==> config.mk <==
export PLATFORM = sky130hd
export DESIGN_NAME = lif_ctrl
export DESIGN_NICKNAME = d
export VERILOG_FILES = /design/src/design/lif_pkg.sv /design/src/design/lif_ctrl.sv
export SDC_FILE = /design/constraint.sdc
export NUM_CORES = 1
export LEC_CHECK = 0
export BUFFER_PORTS_ARGS = -buffer_cell sky130_fd_sc_hd__clkbuf_2
export CAP_MARGIN = 20
export CORE_AREA = 2 2 39 41
export DETAILED_ROUTE_END_ITERATION = 6
export DIE_AREA = 0 0 41 43
export GPL_ROUTABILITY_DRIVEN = 1
export PLACE_DENSITY_LB_ADDON = 0.2
export SLEW_MARGIN = 20
export SYNTH_ARGS = -nofsm -noshare
export SYNTH_HDL_FRONTEND = slang
export SYNTH_SLANG_ARGS = --single-unit
==> constraint.sdc <==
create_clock -name clk -period 2.1 [get_ports clk]
set_clock_uncertainty 0.2 [all_clocks]
set_input_delay 0.63 -clock clk [delete_from_list [all_inputs] [get_ports clk]]
set_output_delay 0.63 -clock clk [all_outputs]
set_load 0.02 [all_outputs]
==> src/design/lif_pkg.sv <==
`default_nettype none
// ----------------------------------------------------------------------------
// lif_pkg
// Shared types, codes and constants of the LIF neuron state engine.
// ----------------------------------------------------------------------------
package lif_pkg;

	localparam int NEURONS_DEF = 1024;

	localparam int CMD_W   = 2;
	localparam int IDX_W   = 10;
	localparam int DATA_W  = 32;
	localparam int CNT_W   = 8;
	localparam int REFR_W  = 8;
	localparam int SLOT_W  = 10;
	localparam int SHIFT_W = 30;
	localparam int SH_W    = 5;
	localparam int CFG_W   = 64;
	localparam int CFG_IDX_W = 3;

	// command codes
	localparam logic [CMD_W-1:0] CMD_UPDATE  = 2'd0;
	localparam logic [CMD_W-1:0] CMD_ADD     = 2'd1;
	localparam logic [CMD_W-1:0] CMD_SETTYPE = 2'd2;
	localparam logic [CMD_W-1:0] CMD_CLRCNT  = 2'd3;

	// register indexes
	localparam logic [CFG_IDX_W-1:0] REG_THR_INHIB  = 3'd0;
	localparam logic [CFG_IDX_W-1:0] REG_THR_EXCIT  = 3'd1;
	localparam logic [CFG_IDX_W-1:0] REG_REFR_INHIB = 3'd2;
	localparam logic [CFG_IDX_W-1:0] REG_REFR_EXCIT = 3'd3;
	localparam logic [CFG_IDX_W-1:0] REG_SH_INHIB   = 3'd4;
	localparam logic [CFG_IDX_W-1:0] REG_SH_EXCIT   = 3'd5;
	localparam logic [CFG_IDX_W-1:0] REG_PAIR_INHIB = 3'd6;
	localparam logic [CFG_IDX_W-1:0] REG_PAIR_EXCIT = 3'd7;

	// bit positions of the packed shift amounts
	localparam int SH_WEIGHT = 25;
	localparam int SH_V      = 20;
	localparam int SH_I      = 15;
	localparam int SH_RNDV   = 10;
	localparam int SH_RNDI   = 5;
	localparam int SH_VI     = 0;

	typedef struct packed {
		logic              typ;
		logic [REFR_W-1:0] refr;
		logic [CNT_W-1:0]  count;
		logic [DATA_W-1:0] volt;
		logic [DATA_W-1:0] curr;
	} entry_t;

	typedef struct packed {
		logic clr_en;
		logic capture;
		logic rd_en;
		logic calc_en;
		logic wr_en;
	} ctrl_cmd_t;

	typedef struct packed {
		logic clr_last;
		logic out_free;
	} dp_stat_t;

endpackage : lif_pkg
`default_nettype wire

==> src/design/lif_ctrl.sv <==
`default_nettype none
// ----------------------------------------------------------------------------
// lif_ctrl
// Controller: clearing sweep after reset, then read / calc / write per request.
// ----------------------------------------------------------------------------
module lif_ctrl (
	input  wire logic               clk,
	input  wire logic               arst_n,
	input  wire logic               in_valid,
	output logic                    in_ready,
	input  wire lif_pkg::dp_stat_t  stat,
	output lif_pkg::ctrl_cmd_t      cmd
);
	import lif_pkg::*;

	localparam logic [2:0] S_CLEAR = 3'd0;
	localparam logic [2:0] S_IDLE  = 3'd1;
	localparam logic [2:0] S_READ  = 3'd2;
	localparam logic [2:0] S_CALC  = 3'd3;
	localparam logic [2:0] S_WRITE = 3'd4;

	logic [2:0] state_q;
	logic [2:0] state_d;

	assign in_ready = (state_q == S_IDLE);

	always_comb begin
		state_d     = state_q;
		cmd         = '0;
		case (state_q)
			S_CLEAR: begin
				cmd.clr_en = 1'b1;
				if (stat.clr_last) begin
					state_d = S_IDLE;
				end
			end
			S_IDLE: begin
				if (in_valid) begin
					cmd.capture = 1'b1;
					state_d     = S_READ;
				end
			end
			S_READ: begin
				cmd.rd_en = 1'b1;
				state_d   = S_CALC;
			end
			S_CALC: begin
				cmd.calc_en = 1'b1;
				state_d     = S_WRITE;
			end
			S_WRITE: begin
				// hold until the output register can take the result
				if (stat.out_free) begin
					cmd.wr_en = 1'b1;
					state_d   = S_IDLE;
				end
			end
			default: begin
				state_d = S_IDLE;
			end
		endcase
	end

	always_ff @(posedge clk or negedge arst_n) begin
		if (!arst_n) begin
			state_q <= S_CLEAR;
		end else begin
			state_q <= state_d;
		end
	end

endmodule : lif_ctrl
`default_nettype wire

==> Word level (Yosys, flattened, before mapping) <==
Cells that the tools add are included.
{ "word_totals": {"register_bits": 3, "out_inout_bits": 6, "wordCells": 21} }
{ "op_classes": {"eq_ne": 7, "n_mux": 11, "reduce_logical": 2} }
{ "ops": {"columns": ["op", "n"], "rows": [
  ["one-hot mux 3 bit (5 select lines)", 1],
  ["two-way mux 3 bit", 3],
  ["two-way mux 1 bit", 7],
  ["equality test 3 x 2 -> 1 bit (second input constant)", 2],
  ["!= test 2 bit (second input constant)", 3],
  ["equality test 3 x 1 -> 1 bit (second input constant)", 1],
  ["equality test 3 bit (second input constant)", 1],
  ["logical NOT 3 bit", 1],
  ["AND reduction 3 bit", 1]
]} }

==> Longest topological paths before layout <==
Gate-level depths: netlist of the first run.
{ "depth": {"word_depth": 3, "mapped_depth": 3, "depth_no_buf": 2} }

==> Worst setup path before layout of the first run <==
OpenSTA, ideal clock, no wires.
{ "synth_path": {"kind": "reg2out", "start": "register state_q[2]", "end": "output port cmd[3] (netlist name)", "t_arrival_ns": 1.145, "slack_ns": 0.125, "path_stages_with_launch": 4, "n_path_buf": 1, "path_cell_list": "dfrtp_1 -> buf_6 -> nor3b_2 -> and2_1"} }
{ "synth_lines": {"columns": ["element", "line", "text"], "rows": [
  ["from (decl)", "lif_ctrl.sv:22", "logic [2:0] state_q;"],
  ["from (signal assigned)", "lif_ctrl.sv:68", "state_q <= state_d;"],
  ["to (decl)", "lif_ctrl.sv:12", "output lif_pkg::ctrl_cmd_t cmd"]
]} }

==> flow_summary.yaml, run 1 <==
global_routing:
  antenna_found_initial: 0
  grtUsageTotal_pct: 5.63
  grt_pass1_vias: 172
  grt_pass1_wl_um: 648
  grt_overflow: 0
  grt_max_degree: 10
synth:
  synth-seq-area-share_pct: 38.2
  syn_area_per_cell_um2: 9.82
  synthFlopType: "dfrtp_1"
  synth_warnings: 0
  syn_area_um2: 196
  syn_inst: 20
  synth_fp_nets: 25
  netlist-cell-type-count: 16
  async_flop_share_pct: 100
  yosys_register_bits: 3
  synth_edf_count: 0
floorplan:
  dieArea_mm2: 0.00176
  die_h_um: 43
  die_x_um: 41
  io_pins: 11
  core_area_mm2: 0.00138
  start_util_pct: 14.2
  rows: 14
worst_setup_path:
  crit_required_ns: 1.27
  critPathLaunchType: "flop"
  crit_path_end_kind: "output port"
  r2r_start: "state_q[0]"
  critPathLaunch: "state_q[1]"
  critPathArrivalTime_ns: 1.18
  reg2reg_depth: 2
  path_class: "flop to output port"
  critPathMaxFanout: 8
  r2r_slack_ns: 0.95
finish:
  largest_reg_flops: 3
  register_area_um2: 78.8
  layout_common_cells: "10 x clkbuf_2, 3 x clkbuf_4, 3 x dfrtp_2"
  largest_registers: "state_q: 3 flops"
  final_nets: 40
  fillCellCount: 159
  layout_commonest_cell: "clkbuf_2"
  syn_to_final_growth_pct: 51.6
  multi_input_area_um2: 109
  largest-register: "state_q"
  layout-drive-gt1-share_pct: 52.9
  antenna_cells: 0
detailed_routing:
  route.vias.total: 178
  firstDrtPassIters: 2
  drtAntennaViolNets: 0
  routed_wl_um: 408
  vias_per_cell: 3.56
  drcViolationCount: 0
  wl_per_cell_um: 8.16
  dr.first_iter.drc_count: 3
clock_network:
  cts_sinks: 3
  cts_tree: "yes"
  clockBufferDepth: 2
  cts_setup_buffers: 0
  insertion_delay_ns: 0.23
  htreeDepth: 1
  cts_inserted_buffers: 3
  root_buffer: "clkbuf_4"
  clkTransAtPathRegs_ns: 0.04
sta:
  setup_viol: 0
  setup_tns_ns: 0
  tightestPinTransition_ns: 0.196
  slew_viol_final: 0
  timing.final.crit_period_ns: 2.01
  rsz0062_at_grt: "no"
  max_slew_margin_pct: 86.8
  finalCritPeriodShare_pct: 95.6
  fmax_mhz: 498
  hold_viol: 0
pwr:
  power_density_mw_per_mm2: 1600
  finalPower_uw: 475
  ir_worst_vdd_uv: 331
  leakagePower_uw: 0.000146
worst_hold_path:
  hold_start: "state_q[2]"
  min_path_type: "flop to flop"
  min_path_cells: 1
place:
  place.gp.congestion: 0.648
  io_buffers: 10
flow_run:
  max_cap_violations: 0
status:
  outcome: "finished, final reports clean"
what timing repair did:
action | CTS | global route
endpoints found under the setup margin | 0 | 2
hold endpoints to repair | 3 | 0
hold buffers | 1 | 0
gates resized for setup | 0 | 4
final cells by class:
type	instances	area share [%]
sequential	3	26.5
multi-input combinational	15	36.6
tap	16	6.72
timing repair buffer	11	20.2
inverter	1	1.26
clock buffer	4	8.82
final timing paths:
check,to
setup reg to reg,state_q[2]
hold reg to reg,state_q[1]
min in group asynchronous,state_q[2]
max in group asynchronous,state_q[0]
setup / recovery,cmd[3]
hold / removal,state_q[1]
stage by stage:
stage                     setup WS, ns  utilization [%]  instances  hold slack [ns]  cell area, um2
final                           0.0930             21.5         50            0.328             298
after floorplan                  0.125                -         20            0.134             196
after global routing            0.0114             21.5         50            0.358             298
after global placement           0.247             18.4         45            0.228             255
after CTS                       0.0314             21.1         50            0.394             292
after detailed placement         0.240             18.4         45            0.229             255
cells by family (layout without fill, tap and decap cells):
kind of cell / Yosys count / in the layout / share of synthesized area [%]
AO/OA/AOI/OAI: 3 / 3 / 11.5
buffers and inverters: 2 / 16 / 7.64
flip-flops: 3 / 3 / 38.2
multiplexers: 1 / 1 / 5.10
AND/OR/NAND/NOR: 11 / 11 / 37.6
Yosys cell counts, drive strengths merged (2+ instances only):
cell | number | area share (%)
nor3b | 2 | 10
dfrtp | 3 | 38
nand2b | 2 | 6.4
nor2 | 2 | 3.8
layer usage:
metal	routed length (um)	GRT usage, %	share of wire [%]
met1	195	7.44	48
met2	189	6.56	46
met3	23	1.57	5.6
met4	0	6.00	0
met5	0	0	0
power by group:
part / switching (uW) / total, uW / internal (uW)
Clock: 28.7 / 99.8 / 71.1
Combinational: 122 / 229 / 106
Sequential: 55.9 / 147 / 90.6
worst max-delay path, stage by stage (launching register included):
cell	delay, ns
dfrtp_2	0.44
nor3b_2	0.21
and2_1	0.14
clkbuf_2	0.16
(Power assumes the default switching activity.)
==> inputs of run 2 (changes only) <==
--- a/config.mk
+++ b/config.mk
@@ -11,7 +11,8 @@
 export DETAILED_ROUTE_END_ITERATION = 6
 export DIE_AREA = 0 0 41 43
 export GPL_ROUTABILITY_DRIVEN = 1
-export PLACE_DENSITY_LB_ADDON = 0.2
+export PLACE_DENSITY_LB_ADDON = 0.25
+export SETUP_SLACK_MARGIN = 0.15
 export SLEW_MARGIN = 20
 export SYNTH_ARGS = -nofsm -noshare
 export SYNTH_HDL_FRONTEND = slang
==> run 2 against run 1 <==
- critical path depth unchanged
- hold slack improved by 0.13 ns
- global-route usage increased by 2.0 points
- flip-flop and latch count unchanged
- critical path type unchanged
- final cell count increased by 2.0%
==> flow_summary.yaml, run 2 (same netlist as run 1, synthesis figures left out) <==
status:
  outcome: "finished, final reports clean"
pwr:
  finalPower_uw: 548
  power_density_mw_per_mm2: 1650
  ir_worst_vdd_uv: 481
  leakagePower_uw: 0.000155
worst_setup_path:
  path_class: "flop to output port"
  crit_path_end_kind: "output port"
  crit_required_ns: 1.27
  reg2reg_depth: 3
  r2r_start: "state_q[2]"
  r2r_slack_ns: 0.84
  critPathArrivalTime_ns: 1.18
  worstReg2RegEnd: "state_q[0]"
  critPathLaunchType: "flop"
  critPathMaxFanout: 8
place:
  io_buffers: 10
  placedCellCount: 45
  dp_hpwl_um: 364
  place.gp.congestion: 0.645
global_routing:
  grt_overflow: 0
  grt_pass1_vias: 178
  grt_pass1_wl_um: 779
  antenna_found_initial: 0
  grt_max_degree: 9
  grtUsageTotal_pct: 7.64
sta:
  setup_viol: 0
  hold_viol: 0
  setup_tns_ns: 0
  finalCritPeriodShare_pct: 95.6
  timing.final.crit_period_ns: 2.01
  max_slew_margin_pct: 87.3
  rsz0062_at_grt: "yes"
  fmax_mhz: 498
  tightestPinTransition_ns: 0.190
  hold_ws_ns: 0.458
  slew_viol_final: 0
floorplan:
  core_area_mm2: 0.00138
  io_pins: 11
  die_x_um: 41
  rows: 14
  dieArea_mm2: 0.00176
  die_h_um: 43
  start_util_pct: 14.2
detailed_routing:
  drcViolationCount: 0
  firstDrtPassIters: 2
  dr.first_iter.drc_count: 3
  routed_wl_um: 528
  route.vias.total: 200
  drtAntennaViolNets: 0
  vias_per_cell: 3.92
  wl_per_cell_um: 10.4
clock_network:
  cts_sinks: 3
  htreeDepth: 1
  clkTransAtPathRegs_ns: 0.04
  cts_tree: "yes"
  insertion_delay_ns: 0.23
  root_buffer: "clkbuf_4"
  cts_inserted_buffers: 3
  clockBufferDepth: 2
worst_hold_path:
  hold_path_end: "state_q[1]"
  min_path_cells: 2
  min_path_type: "flop to flop"
  hold_start: "state_q[0]"
finish:
  largest_reg_flops: 3
  layout_common_cells: "7 x clkbuf_2, 3 x clkbuf_4, 3 x dfrtp_2"
  largest-register: "state_q"
  final_nets: 41
  final_cell_count_no_fill: 51
  syn_to_final_growth_pct: 69.4
  largest_registers: "state_q: 3 flops"
  layout-drive-gt1-share_pct: 54.3
  antenna_cells: 0
  layout_commonest_cell: "clkbuf_2"
  fin_util_pct: 24.1
flow_run:
  max_cap_violations: 0
==> run 2: changes by cell type in the layout (fill, tap and decap cells not counted), sizes merged <==
cell / delta
buf: +3
clkbuf: -2
==> run 2: how the worst max path moves through the flow <==
stage / to / slack (ns) / startpoint
5_1_grt: cmd[3] / 0.05 / state_q[1]
6_report: cmd[3] / 0.09 / state_q[1]
3_3_place_gp: cmd[0] / 0.25 / stat[0]
3_5_place_dp: cmd[0] / 0.24 / stat[0]
2_1_floorplan: cmd[3] / 0.20 / state_q[2]
4_1_cts: cmd[3] / 0.08 / state_q[2]
==> run 2: where the power goes <==
part	switching [uW]	total [uW]	internal, uW
combinational	138	288	150
sequential	65.8	156	90.6
clock	32.4	104	71.4
==> run 2: metal layers <==
metal  share of wire (%)  global-route usage [%]  up-vias
met5                   0                       0        -
met1                  44                    8.39       95
met2                  51                    9.06        5
met4                   0                    12.0        0
li1                    -                       -      100
met3                 4.5                    1.57        0
==> run 2: per-stage QoR <==
stage | instance area (um2) | worst slack, ns
after floorplan | 203 | 0.201
after global placement | 262 | 0.246
after detailed placement | 262 | 0.240
after CTS | 325 | 0.0834
after global routing | 333 | 0.0533
final | 333 | 0.0921
==> run 2: timing repair <==
| item | 4_1_cts | 5_1_grt |
|---|---|---|
| setup buffers | 1 | 0 |
| hold buffers | 1 | 0 |
| resized for setup | 8 | 4 |
| setup endpoints to repair | 6 | 4 |
| endpoints found under the hold margin | 3 | 0 |
| pin swaps | 0 | 0 |
==> run 2: critical path, stage by stage (launching register included) <==
cell,delay (ns)
dfrtp_2,0.47
nor3b_4,0.19
and2_1,0.15
clkbuf_8,0.14
==> run 2: layout make-up <==
cell class                 count  area [um2]
clock buffer                   4        26.3
fill                         155        1050
inverter                       1        3.75
multi-input combinational     15         121
sequential                     3        78.8
tap                           16        20.0
timing repair buffer          12        82.6
